### config.mk
export PLATFORM = sky130hd
export DESIGN_NAME = psc_cell
export DESIGN_NICKNAME = d
export VERILOG_FILES = /design/src/design/psc_pkg.sv /design/src/design/psc_cell.sv
export SDC_FILE = /design/constraint.sdc
export NUM_CORES = 1
export LEC_CHECK = 0
export BUFFER_PORTS_ARGS = -buffer_cell sky130_fd_sc_hd__buf_2
export CORE_MARGIN = 2
export CORE_UTILIZATION = 42
export CTS_CLUSTER_SIZE = 40
export DETAILED_ROUTE_END_ITERATION = 8
export GPL_TIMING_DRIVEN = 1
export PLACE_DENSITY = 0.75
export SYNTH_ARGS = -nofsm -noshare
export SYNTH_HDL_FRONTEND = slang
export SYNTH_SLANG_ARGS = --single-unit
### constraint.sdc
create_clock -name i_clk -period 7.3 [get_ports i_clk]
set_clock_uncertainty 0.15 [all_clocks]
set_input_delay 2.19 -clock i_clk [delete_from_list [all_inputs] [get_ports i_clk]]
set_output_delay 2.19 -clock i_clk [all_outputs]
set_load 0.01 [all_outputs]
### src/design/psc_pkg.sv
package psc_pkg;

    // Table and block geometry
    localparam int TABLE_ENTRIES = 64;
    localparam int MAX_BLOCK     = 4;
    localparam int BLK_W         = 8 * MAX_BLOCK;
    localparam int CNT_W         = $clog2(MAX_BLOCK + 1);
    localparam int LEN_W         = 3;

    // Input item kinds (carried on tuser)
    localparam logic [1:0] MODE_TEXT  = 2'd0;
    localparam logic [1:0] MODE_FLUSH = 2'd1;
    localparam logic [1:0] MODE_WRITE = 2'd2;

    // Configuration register indexes
    localparam logic CFG_DIRECTION = 1'b0;
    localparam logic CFG_BLOCK_LEN = 1'b1;

    // One table slot as written from the input stream
    typedef struct packed {
        logic [BLK_W-1:0] plain;
        logic [BLK_W-1:0] cipher;
        logic [LEN_W-1:0] len;
        logic             valid;
    } t_entry;

    // Lookup token that walks down the row of slot cells
    typedef struct packed {
        logic             vld;
        logic [BLK_W-1:0] blk;
        logic [CNT_W-1:0] n;
        logic             found;
        logic [BLK_W-1:0] res;
    } t_tok;

    // Keep the low n bytes of a block
    function automatic logic [BLK_W-1:0] byte_mask(input logic [CNT_W-1:0] n);
        logic [BLK_W-1:0] m;
        m = '0;
        for (int k = 0; k < MAX_BLOCK; k++) begin
            if (CNT_W'(k) < n) begin
                m[8*k +: 8] = 8'hFF;
            end
        end
        return m;
    endfunction

endpackage

### src/design/psc_cell.sv
module psc_cell (
    input  logic            i_clk,
    input  logic            i_rst_n,
    input  logic            i_direction,
    input  logic            i_wr_en,
    input  psc_pkg::t_entry i_wr,
    input  psc_pkg::t_tok   i_tok,
    output psc_pkg::t_tok   o_tok
);
    import psc_pkg::*;

    logic [BLK_W-1:0] r_plain;
    logic [BLK_W-1:0] r_cipher;
    logic [LEN_W-1:0] r_len;
    logic             r_valid;
    t_tok             r_tok;
    t_tok             n_tok;

    logic [BLK_W-1:0] w_mask;
    logic [BLK_W-1:0] w_key;
    logic [BLK_W-1:0] w_sub;
    logic             w_hit;

    // Slot contents: payload has no reset, only the valid mark
    always_ff @(posedge i_clk) begin
        if (!i_rst_n) begin
            r_valid <= 1'b0;
        end else if (i_wr_en) begin
            r_valid <= i_wr.valid;
        end
        if (i_wr_en) begin
            r_plain  <= i_wr.plain;
            r_cipher <= i_wr.cipher;
            r_len    <= i_wr.len;
        end
    end

    // Compare the passing block against this slot
    always_comb begin
        w_mask = byte_mask(i_tok.n);
        w_key  = i_direction ? r_cipher : r_plain;
        w_sub  = i_direction ? r_plain  : r_cipher;
        w_hit  = i_tok.vld && !i_tok.found && r_valid
              && (r_len == LEN_W'(i_tok.n))
              && ((w_key & w_mask) == i_tok.blk);
        n_tok  = i_tok;
        if (w_hit) begin
            n_tok.found = 1'b1;
            n_tok.res   = w_sub & w_mask;
        end
    end

    // Hand the token to the next cell
    always_ff @(posedge i_clk) begin
        if (!i_rst_n) begin
            r_tok.vld <= 1'b0;
        end else begin
            r_tok.vld <= n_tok.vld;
        end
        r_tok.blk   <= n_tok.blk;
        r_tok.n     <= n_tok.n;
        r_tok.found <= n_tok.found;
        r_tok.res   <= n_tok.res;
    end

    assign o_tok = r_tok;

endmodule

==> Word level (Yosys, flattened, before mapping) <==
Cells that the tools add are included.
{ "totals": {"regBits": 137, "latchBits": 0, "ramBits": 0, "romBits": 0, "inputBits": 141, "elab_cells": 29, "memories": 0} }
{ "classes": {"add_sub_neg": 0, "multipliers": 0, "div": 0, "magnitude_cmp": 4, "eq_ne": 2, "shifts": 0, "n_mux": 7, "bitwise_logic": 2, "n_reduce_logical": 5} }
{ "ops": {"columns": ["op", "count"], "rows": [
  ["$mux 32", 3],
  ["$and 32x32->32", 2],
  ["$eq 32x32->1", 1],
  ["$mux 8", 4],
  ["$lt 1x3->1 const A", 2],
  ["$lt 2x3->1 const A", 2],
  ["$logic_and 1x1->1", 4],
  ["$eq 3x3->1", 1],
  ["$logic_not 1->1", 1]
]} }

==> Longest topological paths before layout <==
{ "logic_depth": {"depth_word": 6, "mapped_depth": 12} }

==> Worst setup path after synthesis <==
OpenSTA, ideal clock, no wires.
{ "synth_path": {"path_kind": "input-to-reg", "startpoint": "input port i_direction", "endpoint": "register r_tok (netlist bit o_tok[0])", "arrival_time_ns": 4.314, "path_slack_ns": 2.714, "path_stages": 11, "n_path_buf": 4, "cell_sequence": "buf_6 buf_12 mux2i_1 a2111oi_2 nand4_1 nor3_1 nand4_1 or4_1 buf_2 buf_6 mux2_4"} }
{ "synth_lines": {"columns": ["element", "line", "source"], "rows": [
  ["from (decl)", "psc_cell.sv:4", "input logic i_direction,"],
  ["to (decl)", "psc_cell.sv:16", "t_tok r_tok;"]
]} }

==> results.txt <==
----------------------------------------------------
[CTS]
  Number of instances resized during post-cts repair ... 0
  Clock slew at reported path FFs ... 0.06 ns
  Setup repair bufs after CTS ... 0
  H-tree Lvls ... 4
  Hold-fix buffers at CTS ... 0
  Latest clock arrival within the worst-skew pair ... 0.43 ns
  Clock Sinks ... 137
  Clock root cell ... clkbuf_16
  Worst-case clock buffer depth ... 2
  CTS tree ... yes
  CTS Buf Count ... 17

[Worst setup path]
  Delay of the slowest critical-path stage ... 1.28 ns
  Crit-path cells ... buf_4 -> mux2_2 -> nor4b_1 -> a31oi_1 -> o32ai_1 -> o21ai_0 -> or4_2 -> mux2_4
  Slowest cell on the critical path ... or4_2
  Start point of the critical path ... i_direction
  Required time at the worst-slack endpoint ... 7.45 ns
  Maximum fanout along the worst path ... 42
  Setup crit start kind ... primary input
  Reg2Reg Launch Point ... r_plain[13]
  Path type of the worst setup path ... in2reg
  Arrival time of the worst setup path ... 5.75 ns
  Crit. End Element ... flip-flop

[Timing]
  Setup Viol. Count Final ... 0
  Number of max-slew violations in the final report ... 0
  Measured slew at the worst slew-check pin ... 1.191 ns
  Shortest period the worst path allows ... 5.597 ns
  Slew margin rel. ... 20.58%
  Final cycle utilization of the critical path ... 76.67%
  Hold Vio Cnt, Final ... 0
  Highest achievable clock rate ... 178.7 MHz
  Worst hold-check slack ... 0.4029 ns
  Total negative slack ... 0 ns
  Setup repair after global routing missed its margin ... false

[Route]
  Wire length per cell ... 16.64 um
  Number of antenna-violating nets in the routed design ... 0
  Routed vias/inst ... 4.838
  Number of DRC markers in iteration 0 ... 224
  Detailed Route WL ... 13.18 mm
  Detailed-router iteration count before antenna repair ... 4
  Total number of vias ... 3832
  Number of remaining DRC errors ... 0

[Min path]
  Worst min path class ... reg2reg
  Start point of the worst hold path ... r_valid

[Run]
  MaxCap Viol Count ... 0

[GRT]
  Largest net degree at the start of global routing ... 69
  Final global-route overflow total ... 0
  Initial antenna violation count ... 2
  Total global-route track usage ... 19.69%
  Via count of the first global-routing pass ... 4090
  Wire length of the first global-routing pass ... 20.79 mm

[Floorplan]
  Width of the chip ... 118.4 um
  Die H ... 118.4 um
  Ports placed on the boundary ... 210
  Core region area ... 0.01272 mm^2
  Initial core utilization ... 43.23%
  Core Rows ... 41
  Total Die Area ... 0.01403 mm^2

[Power and ir drop]
  Power per cell area ... 261.1 mW/mm^2
  Highest ir drop seen on vdd ... 0.1504 mV
  Total power ... 0.001892 W
  Static leakage ... 3.315 nW

[Logic synthesis]
  Cell count after synthesis ... 389
  Post-synthesis instance area ... 0.005500 mm^2
  Primary flip-flop cell chosen by synthesis mapping ... dfxtp_1
  Synthesized Nets ... 530
  Number of warning messages in the yosys log ... 0
  Number of enable-type register cells in the synthesized netlist ... 67
  Seq/Total Area, Yosys ... 62.06%
  Synth async-reset ratio ... 0%
  Yosys cell types ... 37
  Synth Register Bits ... 137
  Mean Syn Cell Area ... 14.14 um^2

[Placement]
  Placer Congestion ... 0.7354
  Count of input and output buffers ... 209
  Post-DP HPWL ... 9.669 mm
  Post-Place Cells ... 759
  Cell area reported after detailed placement ... 0.006685 mm^2

[Final layout]
  Layout Cell Area excl Fill ... 0.007248 mm^2
  Share of cells above drive strength 1 ... 47.66%
  Area occupied by multi-input gates ... 0.001956 mm^2
  Filler cell count in the final layout ... 1087
  Post-synthesis to final-layout area growth ... 31.78%
  Layout Cells excl Fill ... 792
  Number of nets in the layout ... 747
  Flip-flop and latch area ... 0.003413 mm^2

[Run status]
  Outcome ... finished, final reports clean

----------------------------------------------------
per-stage QoR:
stage / utilization [%] / setup WS (ns)
4_1_cts: 56.95 / 1.681
6_report: 56.97 / 1.703
3_3_place_gp: 52.55 / 1.357
5_1_grt: 56.95 / 1.448
3_5_place_dp: 52.55 / 1.246
2_1_floorplan: - / 2.714
cells in the final DEF (no fill, tap or decap), types with 3 or more instances in the layout:
cell / synthesis / routed
clkinv_1: 0 / 3
nor2b_1: 10 / 10
dfxtp_1: 70 / 70
nand2_1: 12 / 12
nand4_1: 4 / 4
inv_1: 4 / 4
o21ai_0: 5 / 5
o32ai_1: 4 / 4
o22ai_1: 3 / 3
mux2i_1: 48 / 48
xor2_1: 13 / 13
or2_2: 3 / 3
nor4b_1: 4 / 4
edfxtp_1: 67 / 67
xnor2_1: 11 / 11
nand3_1: 3 / 3
buf_2: 3 / 208
clkinv_2: 0 / 3
mux2_4: 30 / 30
buf_4: 0 / 6
mux2_2: 19 / 19
a31oi_1: 4 / 4
a21oi_1: 7 / 7
clkbuf_16: 0 / 18
clkbuf_1: 4 / 3
nor2_1: 36 / 36
power by group:
group / switching [W] / total, W / leakage (nW) / internal, W
Clock: 0.000305 / 0.000806 / 0.271 / 0.000500
Combinational: 0.000102 / 0.000204 / 1.80 / 0.000102
Sequential: 0.0000209 / 0.000883 / 1.25 / 0.000862
Total: 0.000428 / 0.00189 / 3.31 / 0.00146
cells in the mapped netlist (5+ instances only):
library cell  count  area (um^2)
mux2_4           30        450.4
o21ai_0           5        25.02
xor2_1           13        113.9
nor2_1           36        135.1
nand2_1          12        45.04
mux2_2           19        214.0
xnor2_1          11        96.34
a21oi_1           7        35.03
nor2b_1          10        62.56
edfxtp_1         67         2012
dfxtp_1          70         1401
mux2i_1          48        480.5
buf_6             5        56.30
path summary, 6_finish.rpt:
| path | slack [ns] | depth (start not counted) | end |
|---|---|---|---|
| worst max-delay path | 1.70 | 8 | o_tok[25] |
| worst min-delay path | 0.40 | 2 | r_valid |
| worst max register to register | 3.70 | 7 | o_tok[25] |
| worst min register to register | 0.40 | 2 | r_valid |
registers in the layout, summed over array words and instances (netlist names):
| signal | count |
|---|---|
| r_valid | 1 |
| r_plain | 32 |
| r_cipher | 32 |
| o_tok | 69 |
| r_len | 3 |
metal layers:
layer  share of wire, %  wire length, um  track usage (%)  vias to the layer above
met4                1.3              165            6.845                        0
met1                 40             5237            21.79                     1811
met5                  0                0                0                        -
li1                   -                -                -                     1851
met3                7.8             1034            8.108                       13
met2                 51             6743            34.10                      157
cell type report:
type                    instances  area share, %
multi-input cells             232          26.98
repair buffers                214          14.98
inverters                       4         0.2071
diodes                          1        0.03452
clock buffers                  23          6.750
well taps                     172          2.969
flip-flops and latches        137          47.09
clock inverters                 9         0.9839
critical path: cells and delay by family:
family,cells,cell delay (ns)
AO/OA/AOI/OAI,3,0.55
buffers and inverters,1,0.50
multiplexers,2,0.93
AND/OR/NAND/NOR,2,1.56
kinds of logic (layout without fill, tap and decap cells):
| family | count (synthesis) | in the layout | synth area share [%] |
|---|---|---|---|
| AOI/OAI and AO/OA | 28 | 28 | 3.412 |
| xor gates and xnor gates | 24 | 24 | 3.822 |
| buffers and inverters | 20 | 250 | 2.411 |
| DFF | 137 | 137 | 62.06 |
| muxes | 97 | 97 | 20.81 |
| other | 0 | 1 | 0 |
| and+or+nand+nor | 83 | 83 | 7.484 |
(Power assumes the default switching activity.)
