--- src/design/psc_pkg.sv ---
package psc_pkg;

    // Table and block geometry
    localparam int TABLE_ENTRIES = 64;
    localparam int MAX_BLOCK     = 4;
    localparam int BLK_W         = 8 * MAX_BLOCK;
    localparam int CNT_W         = $clog2(MAX_BLOCK + 1);
    localparam int LEN_W         = 3;

    // Input item kinds (carried on tuser)
    localparam logic [1:0] MODE_TEXT  = 2'd0;
    localparam logic [1:0] MODE_FLUSH = 2'd1;
    localparam logic [1:0] MODE_WRITE = 2'd2;

    // Configuration register indexes
    localparam logic CFG_DIRECTION = 1'b0;
    localparam logic CFG_BLOCK_LEN = 1'b1;

    // One table slot as written from the input stream
    typedef struct packed {
        logic [BLK_W-1:0] plain;
        logic [BLK_W-1:0] cipher;
        logic [LEN_W-1:0] len;
        logic             valid;
    } t_entry;

    // Lookup token that walks down the row of slot cells
    typedef struct packed {
        logic             vld;
        logic [BLK_W-1:0] blk;
        logic [CNT_W-1:0] n;
        logic             found;
        logic [BLK_W-1:0] res;
    } t_tok;

    // Keep the low n bytes of a block
    function automatic logic [BLK_W-1:0] byte_mask(input logic [CNT_W-1:0] n);
        logic [BLK_W-1:0] m;
        m = '0;
        for (int k = 0; k < MAX_BLOCK; k++) begin
            if (CNT_W'(k) < n) begin
                m[8*k +: 8] = 8'hFF;
            end
        end
        return m;
    endfunction

endpackage

--- src/design/psc_ser.sv ---
module psc_ser (
    input  logic                        i_clk,
    input  logic                        i_rst_n,
    input  logic                        i_load,
    input  logic [psc_pkg::BLK_W-1:0]   i_res,
    input  logic [psc_pkg::CNT_W-1:0]   i_n,
    output logic                        o_busy,
    output logic                        m_axis_tvalid,
    input  logic                        m_axis_tready,
    output logic [7:0]                  m_axis_tdata,   // out_byte[7:0]
    output logic                        m_axis_tlast    // last_of_run
);
    import psc_pkg::*;

    logic [BLK_W-1:0] r_res;
    logic [CNT_W-1:0] r_left;
    logic             w_take;

    assign w_take = m_axis_tvalid && m_axis_tready;

    // Byte count left in the current run
    always_ff @(posedge i_clk) begin
        if (!i_rst_n) begin
            r_left <= '0;
        end else if (i_load) begin
            r_left <= i_n;
        end else if (w_take) begin
            r_left <= r_left - CNT_W'(1);
        end
    end

    // Result bytes, lowest first
    always_ff @(posedge i_clk) begin
        if (i_load) begin
            r_res <= i_res;
        end else if (w_take) begin
            r_res <= r_res >> 8;
        end
    end

    assign o_busy        = (r_left != '0);
    assign m_axis_tvalid = (r_left != '0);
    assign m_axis_tdata  = r_res[7:0];
    assign m_axis_tlast  = (r_left == CNT_W'(1));

endmodule

--- config.mk ---
export PLATFORM = sky130hd
export DESIGN_NAME = psc_ser
export DESIGN_NICKNAME = d
export VERILOG_FILES = /design/src/design/psc_pkg.sv /design/src/design/psc_ser.sv
export SDC_FILE = /design/constraint.sdc
export NUM_CORES = 1
export LEC_CHECK = 0
export ABC_AREA = 1
export BUFFER_PORTS_ARGS = -buffer_cell sky130_fd_sc_hd__buf_2
export CAP_MARGIN = 20
export CORE_MARGIN = 3
export CORE_UTILIZATION = 50
export CTS_CLUSTER_DIAMETER = 50
export DETAILED_ROUTE_END_ITERATION = 7
export PLACE_DENSITY = 0.85
export SLEW_MARGIN = 0
export SYNTH_ARGS = -nofsm -noshare
export SYNTH_HDL_FRONTEND = slang
export SYNTH_SLANG_ARGS = --single-unit
--- constraint.sdc ---
create_clock -name i_clk -period 1.57 [get_ports i_clk]
set_input_delay 0.314 -clock i_clk [delete_from_list [all_inputs] [get_ports i_clk]]
set_output_delay 0.314 -clock i_clk [all_outputs]
set_load 0.05 [all_outputs]
Word-level counts from Yosys, hierarchy flattened:

Cells that the tools add are included.

* reduce and logical (&&, ||, !) cells: 3
* multiplexer cells: 4
* equal/unequal tests: 1
* add/sub/neg operators: 1

Operator list (number)
* 2-to-1 mux 32 bit: 2
* 2-to-1 mux 3 bit: 2
* equality test 3 x 1 -> 1 bit, second input constant: 1
* nonzero test 3 bit: 1
* subtractor 3 x 1 -> 3 bit, second input constant: 1
* nonzero test 2 bit: 1
* logical AND 1 bit: 1

* logic and storage cells: 11
* register bits: 35

Logic depth before layout (Yosys ltp):

Gate-level depths: netlist (run 1).

* depth in word-level cells: 4
* mapped depth: 8
* depth with buffers taken out: 8

Worst setup path before layout (run 1):

OpenSTA, ideal clock, no wires.

* kind: flip-flop to flip-flop
* from: register r_left[0]
* to: register r_res[0], enable pin
* period minus slack after synthesis: 1515 ps
* data required time: 1225 ps
* cell stages (with the launch flop): 6
* arrival time: 1170 ps
* slack: 55 ps
* path through: dfxtp_1 > inv_1 > ha_1 > nand2_4 > nand2_2 > nand2_4

* cells in the longest elaborated chain, start to end: 3

Ends and longest elaborated chain
* start, declared: RTL line psc_ser.sv:16 `logic [CNT_W-1:0] r_left;`
* start signal, assigned: RTL line psc_ser.sv:26 `r_left <= i_n;`
* start signal, assigned: RTL line psc_ser.sv:28 `r_left <= r_left - CNT_W'(1);`
* nonzero test 3 bit: RTL line psc_ser.sv:42 `assign m_axis_tvalid = (r_left != '0);`
* named net m_axis_tvalid: RTL line psc_ser.sv:8 `output logic m_axis_tvalid,`
* logical AND 1 bit: RTL line psc_ser.sv:19 `assign w_take = m_axis_tvalid && m_axis_tready;`
* nonzero test 2 bit (no line)
* end signal, assigned: RTL line psc_ser.sv:35 `r_res <= i_res;`
* end signal, assigned: RTL line psc_ser.sv:37 `r_res <= r_res >> 8;`
* end, declared: RTL line psc_ser.sv:15 `logic [BLK_W-1:0] r_res;`

The timed path passes the listed nets, and every way through them passes these cells.
A chain may end at the register's enable or synchronous reset.

Final worst setup path (run 1):

* from: register r_left[0]
* to: output port o_busy

* cells in the longest elaborated chain, start to end: 1

Ends and longest elaborated chain
* nonzero test 3 bit: RTL line psc_ser.sv:41 `assign o_busy = (r_left != '0);`
* end, declared: RTL line psc_ser.sv:7 `output logic o_busy,`

No other way between the ends.

==> impl_metrics.tcl, run 1 <==
set metrics [dict create \
    synth.area.mux_share_pct 0 \
    slowest_stage "dfxtp_2" \
    io_buffers 49 \
    drive_gt1_share_pct 36.2 \
    grt_start_max_net_pins 36 \
    hp-class "in2reg" \
    multi_input_area_um2 465 \
    critPathCaptureType "primary output" \
    root_buffer "clkbuf_4" \
    avgSynthCellArea_um2 9.73 \
    postPlaceCellArea_um2 1890 \
    fmax_mhz 669 \
    fp-row-count 20 \
    setup_tns_ns 0 \
    gp_congestion 0.683 \
    hpwl_um 1920 \
    grt_pass1_wl_um 4680 \
    drtIter0Drc 56 \
    synth_cells 171 \
    critical_path_class "reg2out" \
    fp.dieH_um 63.7 \
    slowest_delay_ns 0.36 \
    place_ws_ns 0.180 \
    antenna_found_initial 0 \
    clock_latency_ns 0.32 \
    grt_overflow 0 \
    period_minus_slack_ns 1.50 \
    synth_nets 213 \
    ios 50 \
    drc 0 \
    clockBufferDepth 2 \
    cp.required_ns 1.26 \
    worstMarginPinSlew_ns 0.249 \
    drtPass1Iterations 5 \
    synth_compound_area_share_pct 2.26 \
    stdcell_area_um2 1980 \
    final_net_count 259 \
    r2r-start "r_left[0]" \
    seqCellArea_um2 1020 \
    yosys_warnings 0 \
    start_util_pct 53.6 \
    synthAdderAreaFrac_pct 2.26 \
    yosysTopAreaCellShare_pct 57.7 \
    grt_pass1_vias 1147 \
    finalCritPeriodShare_pct 95.3 \
    yosysSeqAreaShare_pct 61.4 \
    synth-seq-cells 35 \
    htreeDepth 2 \
    worstPathMaxFanout 4 \
    routed_wl_um 2850 \
    hp-start "i_rst_n" \
    worstPathArrival_ns 1.18 \
    rsz0062_at_grt "no" \
    leakagePower_uw 0.000995 \
    fp.dieW_um 63.7 \
    synth_area_leaders "edfxtp_1 58%, nand2_1 20%, buf_4 6.8%, dfxtp_1 3.6%, ha_1 2.3%" \
    coreArea_um2 3100 \
    numCtsBuffers 5 \
    cts_tree "yes" \
    relSlewSlack_pct 83.5 \
    diodes 0 \
    syn_area_um2 1660 \
    synth_area_leader_cell "edfxtp_1" \
    fin_skew_ns 0.00724 \
    synth_top_family_by_area "simple AND/OR/NAND/NOR gates" \
    wl_per_cell_um 10.9 \
    cts_hold_buf 0 \
    yosys.area_share.simple_pct 23.2 \
    outcome "completed" \
    setup_ws_ns 0.0743 \
    power.density_nw_per_um2 1050 \
    fillers 277 \
    startpoint_type "flip-flop" \
    setup_viol 0 \
    ys_types 15 \
    vdd_drop_max_uv 508 \
    dr_total_vias 1184 \
    slew_viol_final 0 \
    clk_pin_slew_ns 0.09 \
    area_delta_synth_final_pct 19.2 \
    clock-sinks 35 \
    synth_xor_area_share_pct 0 \
    viasPerCell 4.52 \
    max_cap_violations 0 \
    crit_start "r_left[0]" \
    gr-usage-all-layers_pct 15.1 \
    hold_viol_final 0 \
    ant_nets 0 \
    die_area_um2 4060 \
    cp_cell_sequence "inv_1 > ha_2 > nand2_4 > buf_8" \
]
-- placed cells by master, fill, tap and decap left out, drive strengths merged --
cell type  instances
nand2             93
buf               54
edfxtp            32
inv               14
clkbuf             6
o21ai              3
a21oi              3
nor2               3
ha                 3
dfxtp              3
clkinv             2
bufinv             1
nand3              1
-- cell type report --
class	count	share of cell area, %
Inverter	15	3.53
Sequential cell	35	51.5
Clock inverter	2	0.379
Tap cell	44	2.78
Clock buffer	6	2.08
Multi-Input combinational cell	106	23.5
Timing Repair Buffer	54	16.2
-- state kept, by name, summed over array words and instances (netlist names) --
name    cells
r_left      3
r_res      32
-- cell usage after synthesis (all sizes together) --
cell type	number
dfxtp	3
a21oi	3
nand3	1
nor2	3
buf	15
edfxtp	32
o21ai	3
ha	3
nand2	93
inv	14
bufinv	1
-- repair_timing --
item | in CTS | in global routing
setup endpoints to repair | 3 | 3
buffers inserted | 0 | 2
resized for setup | 6 | 6
pin swaps | 0 | 1
-- critical path, delay by kind of cell (launching register included) --
kind	cells	cell delay, ns
adder cells (fa/ha/maj)	1	0.19
buffers and inverters	2	0.21
flip-flops	1	0.36
AND/OR/NAND/NOR	1	0.09
-- kinds of logic (layout without fill, tap and decap cells) --
group / Yosys count / in the layout
AOI/OAI and AO/OA: 6 / 6
DFF: 35 / 35
and+or+nand+nor: 97 / 97
adders and majority gates: 3 / 3
buffers and inverters: 30 / 77
-- final timing paths --
kind,to,slack [ns],cells past startpoint
worst max register to register,r_res[3],0.13,7
worst max-delay path,o_busy,0.07,4
worst min-delay path,r_left[1],0.24,3
worst min register to register,r_left[0],0.49,2
-- routing by layer --
layer | vias to the layer above | part of all wire, % | GRT usage (%) | wire length [um]
met4 | 0 | 1.1 | 7.28 | 30
met5 | - | 0 | 0 | 0
met2 | 51 | 54 | 27.4 | 1530
li1 | 619 | - | - | -
met3 | 4 | 7.5 | 4.99 | 214
met1 | 510 | 38 | 15.4 | 1070
-- through the flow --
| step | hold WS [ns] | power (uW) | instances | utilization [%] |
|---|---|---|---|---|
| after CTS | 0.227 | 2070 | 260 | 62.9 |
| after global routing | 0.218 | 2200 | 262 | 63.9 |
| after floorplan | 0.453 | 1540 | 171 | - |
| after detailed placement | 0.489 | 1630 | 252 | 60.8 |
| after global placement | 0.481 | 1610 | 252 | 60.8 |
| final | 0.238 | 2080 | 262 | 63.9 |
-- report_power, final --
group | switching, uW | internal, uW | leakage (uW)
combinational | 305 | 169 | 0.000614
sequential | 29.9 | 1140 | 0.000354
clock | 269 | 166 | 0.0000273
(Power assumes the default switching activity.)
==> run 2, diff against run 1 <==
- CORE_UTILIZATION: 50 -> 54
- PLACE_DENSITY: 0.85 -> 0.9
- clock period: 1.57 -> 1.87 ns (I/O delays scaled with it)
==> run 2 against run 1 <==
Flip-flop and latch count unchanged. Utilization increased by 2.4 points. Non-clock buffer count decreased by 4. Combinational power decreased by 26%. Cell count decreased by 6.5%. First-iteration DRC count decreased by 36%. Power decreased by 18%. Critical path depth unchanged.
==> impl_metrics.tcl, run 2 (same netlist as run 1, synthesis figures left out) <==
set metrics [dict create \
    vdd_drop_max_uv 535 \
    holdPathStages 3 \
    routed_wl_um 2890 \
    fp-row-count 19 \
    hp-start "i_res[27]" \
    clockBufferDepth 2 \
    drc 0 \
    drtPass1Iterations 6 \
    grt_pass1_vias 1158 \
    die_area_um2 3780 \
    holdWs_ns 0.300 \
    critPathCaptureType "primary output" \
    period_minus_slack_ns 1.75 \
    reg_top3 "r_res: 32 flops, r_left: 3 flops" \
    reg2reg_depth 5 \
    dr_total_vias 1181 \
    worstPathArrival_ns 1.38 \
    gp_congestion 0.749 \
    clk_pin_slew_ns 0.10 \
    gr-usage-all-layers_pct 16.6 \
    relSlewSlack_pct 70.0 \
    drive_gt1_share_pct 33.2 \
    combPwrFrac_pct 20.5 \
    rr_endpoint "r_res[29]" \
    drtIter0Drc 36 \
    antenna_found_initial 0 \
    cts_hold_buf 0 \
    start_util_pct 58.3 \
    worstPathMaxFanout 4 \
    coreArea_um2 2850 \
    startpoint_type "flip-flop" \
    clockPowerShare_pct 22.0 \
    setup_tns_ns 0 \
    setup_ws_ns 0.119 \
    worst_hold_path.endpoint "r_res[27]" \
    critical_path_class "reg2out" \
    hp-class "in2reg" \
    io_buffers 49 \
    diodes 0 \
    fp.dieH_um 61.5 \
    power.density_nw_per_um2 908 \
    rrSetupSlack_ns 0.32 \
    fillers 244 \
    clock_latency_ns 0.33 \
    regMostFlops "r_res" \
    slew_viol_final 0 \
    swShare_pct 29.3 \
    worstMarginPinSlew_ns 0.449 \
    numCtsBuffers 5 \
    postPlaceCellArea_um2 1840 \
    cellInternalPower_uw 1210 \
    viasPerCell 4.82 \
    rsz0062_at_grt "no" \
    grt_pass1_wl_um 4540 \
    root_buffer "clkbuf_4" \
    place_ws_ns 0.320 \
    clock-sinks 35 \
    final_common_cell "nand2_1" \
    grt_overflow 0 \
    finalCritPeriodShare_pct 93.7 \
    outcome "completed" \
    ant_nets 0 \
    fin_skew_ns 0.0107 \
    max_cap_violations 0 \
    leakagePower_uw 0.000964 \
    hold_viol_final 0 \
    setup_viol 0 \
    power.switching_uw 503 \
    final_net_count 255 \
    r2r-start "r_left[0]" \
    fp.dieW_um 61.5 \
    cts_setup_buffers 0 \
    fmax_mhz 571 \
    area_delta_synth_final_pct 13.7 \
    htreeDepth 2 \
    cts_resized 0 \
    stdcell_area_um2 1890 \
    cts_tree "yes" \
    ios 50 \
    cp.required_ns 1.50 \
    grt_start_max_net_pins 39 \
    largest_reg_flops 32 \
    seq_power_share_pct 57.6 \
    wl_per_cell_um 11.8 \
    final_cell_mix "89 x nand2_1, 49 x buf_2, 32 x edfxtp_1, 9 x inv_2" \
]
-- run 2: layer usage --
| metal | up-vias | part of all wire (%) | global-route usage (%) |
|---|---|---|---|
| met4 | 0 | 0.73 | 3.94 |
| met2 | 43 | 54 | 32.6 |
| li1 | 611 | - | - |
| met5 | - | 0 | 0 |
| met1 | 522 | 38 | 16.0 |
| met3 | 5 | 6.6 | 6.29 |
-- run 2: worst max-delay path by stage --
stage                         start       endpoint  slack [ns]  cells past startpoint
after floorplan           r_left[1]   m_axis_tlast        0.32                      4
after global placement    r_left[0]      r_res[27]        0.40                      5
after detailed placement  r_left[0]      r_res[28]        0.32                      5
after CTS                 r_left[0]  m_axis_tvalid         0.1                      4
after global routing      r_left[0]         o_busy        0.02                      4
final                     r_left[0]  m_axis_tvalid        0.12                      4
-- run 2: power groups by stage --
stage / logic [uW] / clock network, uW / registers, uW
finish: 352 / 377 / 989
global route: 388 / 426 / 996
CTS: 355 / 383 / 988
detailed placement: 354 / 0 / 1010
global placement: 340 / 0 / 999
floorplan: 295 / 0 / 998
-- run 2: layout make-up --
| type | instances | area (um2) | share of cell area (%) |
|---|---|---|---|
| well taps | 31 | 38.8 | 2.05 |
| clock buffers | 8 | 48.8 | 2.58 |
| repair buffers | 50 | 253 | 13.4 |
| inverters | 15 | 70.1 | 3.70 |
| flip-flops and latches | 35 | 1020 | 54.0 |
| multi-input cells | 106 | 460 | 24.3 |
-- run 2: metrics by stage --
stage	cells	power (uW)	utilization (%)
after global placement	237	1340	64.6
final	245	1720	66.3
after CTS	245	1730	66.3
after detailed placement	237	1360	64.6
after floorplan	171	1290	-
after global routing	245	1810	66.3
-- run 2: critical path: stages (launching register included) --
cell and delay, ns:
dfxtp_1 0.38, inv_1 0.08, ha_1 0.23, nand2_4 0.09
buf_2 0.26
==> run 3, diff against run 2 <==
--- a/config.mk
+++ b/config.mk
@@ -13,4 +13,5 @@
 export CTS_CLUSTER_DIAMETER = 50
 export DETAILED_ROUTE_END_ITERATION = 7
+export GPL_TIMING_DRIVEN = 0
 export PLACE_DENSITY = 0.9
 export SLEW_MARGIN = 0
==> constraint.sdc (replaced) <==
create_clock -name i_clk -period 1.87 [get_ports i_clk]
set_input_delay 0.2805 -clock i_clk [delete_from_list [all_inputs] [get_ports i_clk]]
set_output_delay 0.2805 -clock i_clk [all_outputs]
set_load 0.05 [all_outputs]
==> run 3 against run 2 <==
Combinational power up 11%. Utilization up 3.7 points. Non-clock buffer count up 14. Cell area up 5.6%. Critical path depth up 1. Largest power group unchanged. Register-to-register slack worse by 0.02 ns. Via count up 1.0%. Hold slack worse by 0.11 ns.
==> impl_metrics.tcl, run 3 (same netlist as run 1, synthesis figures left out) <==
set metrics [dict create \
    outcome "completed" \
    dr_total_vias 1193 \
    gr-usage-all-layers_pct 17.1 \
    final_common_cell "nand2_1" \
    area_delta_synth_final_pct 20.1 \
    htreeDepth 2 \
    critPathCaptureType "primary output" \
    hold_viol_final 0 \
    drtPass1Iterations 4 \
    relSlewSlack_pct 70.5 \
    clk_pin_slew_ns 0.11 \
    period_minus_slack_ns 1.76 \
    viasPerCell 4.61 \
    worstPathMaxFanout 4 \
    reg_top3 "r_res: 32 flops, r_left: 3 flops" \
    drtIter0Drc 25 \
    finalCritPeriodShare_pct 94.0 \
    reg2reg_depth 7 \
    cp.required_ns 1.59 \
    multi_input_area_um2 460 \
    fp-row-count 19 \
    root_buffer "clkbuf_4" \
    drive_gt1_share_pct 37.7 \
    r2r-start "r_left[0]" \
    cp-endpoint "o_busy" \
    startpoint_type "flip-flop" \
    fillers 232 \
    fp.dieH_um 61.5 \
    clock_latency_ns 0.33 \
    max_cap_violations 0 \
    grt_pass1_vias 1129 \
    final_cell_mix "89 x nand2_1, 49 x buf_2, 32 x edfxtp_1, 15 x buf_4, 9 x inv_2" \
    largest_reg_flops 32 \
    diodes 0 \
    grt_pass1_wl_um 4590 \
    power.density_nw_per_um2 880 \
    cts_tree "yes" \
    clock-sinks 35 \
    start_util_pct 58.3 \
    antenna_found_initial 0 \
    power.total_uw 1760 \
    grt_overflow 0 \
    io_buffers 49 \
    cts_hold_buf 0 \
    ios 50 \
    seqCellArea_um2 1020 \
    drc 0 \
    worstPathArrival_ns 1.48 \
    cts_setup_buffers 0 \
    fp.dieW_um 61.5 \
    setup_viol 0 \
    cts_resized 0 \
    critical_path_class "reg2out" \
    wl_per_cell_um 10.7 \
    fin_skew_ns 0.0104 \
    setup_tns_ns 0 \
    numCtsBuffers 5 \
    crit_start "r_left[0]" \
    clockBufferDepth 2 \
    hpwl_um 2080 \
    worstMarginPinSlew_ns 0.443 \
    final_net_count 269 \
    rr_endpoint "r_left[0]" \
    ant_nets 0 \
    post-route-util_pct 70.0 \
    fmax_mhz 569 \
    slew_viol_final 0 \
    grt_start_max_net_pins 36 \
    vdd_drop_max_uv 622 \
    routed_wl_um 2780 \
    gp_congestion 0.805 \
    regMostFlops "r_res" \
    hp-class "in2reg" \
    coreArea_um2 2850 \
    die_area_um2 3780 \
    leakagePower_uw 0.00103 \
    rsz0062_at_grt "no" \
    rrSetupSlack_ns 0.30 \
]
==> run 3: cell count changes in the layout (fill, tap and decap cells not counted), sizes merged <==
cell	previous run	this run
clkbuf	8	7
clkinv	0	1
buf	50	64
==> run 3: final cells by class <==
cell class,count,share of cell area [%]
buffer,15,5.64
clock buffer,7,2.25
clock inverter,1,0.250
inverter,15,3.51
multi-input combinational,106,23.0
sequential,35,51.1
tap,31,1.94
timing repair buffer,49,12.3
==> run 3: worst min path at each step <==
stage	start	endpoint	slack (ns)	cells past startpoint
6_report	i_rst_n	r_left[1]	0.19	3
5_1_grt	i_res[24]	r_res[24]	0.20	3
4_1_cts	i_rst_n	r_left[1]	0.19	3
3_5_place_dp	r_res[11]	r_res[3]	0.49	2
3_3_place_gp	r_left[1]	r_left[1]	0.48	2
2_1_floorplan	i_rst_n	r_left[1]	0.42	2
==> run 3: report_power, final <==
part / switching, uW / internal (uW) / leakage [uW]
clock: 237 / 147 / 0.0000293
combinational: 252 / 138 / 0.000651
sequential: 24.4 / 961 / 0.000354
total: 513 / 1250 / 0.00103
==> run 3: per-stage QoR <==
| step | setup WS, ns | cells | hold WS, ns | cell area, um2 |
|---|---|---|---|---|
| 2_1_floorplan | 0.355 | 171 | 0.419 | 1660 |
| 3_3_place_gp | 0.366 | 251 | 0.484 | 1950 |
| 3_5_place_dp | 0.306 | 251 | 0.494 | 1950 |
| 4_1_cts | 0.106 | 259 | 0.194 | 2000 |
| 5_1_grt | 0.0210 | 259 | 0.201 | 2000 |
| 6_report | 0.111 | 259 | 0.194 | 2000 |
==> run 3: metal layers <==
layer / part of all wire, % / track usage [%] / vias up
li1: - / - / 636
met1: 39 / 17.5 / 510
met2: 53 / 32.3 / 42
met3: 6.9 / 4.61 / 5
met4: 1.2 / 7.27 / 0
met5: 0 / 0 / -
==> run 3: worst max-delay path, cell delays in order, from the launching register on <==
cell and delay, ns:
dfxtp_1 0.39, inv_1 0.08, ha_1 0.23, nand2_4 0.10, buf_4 0.10, buf_2 0.24
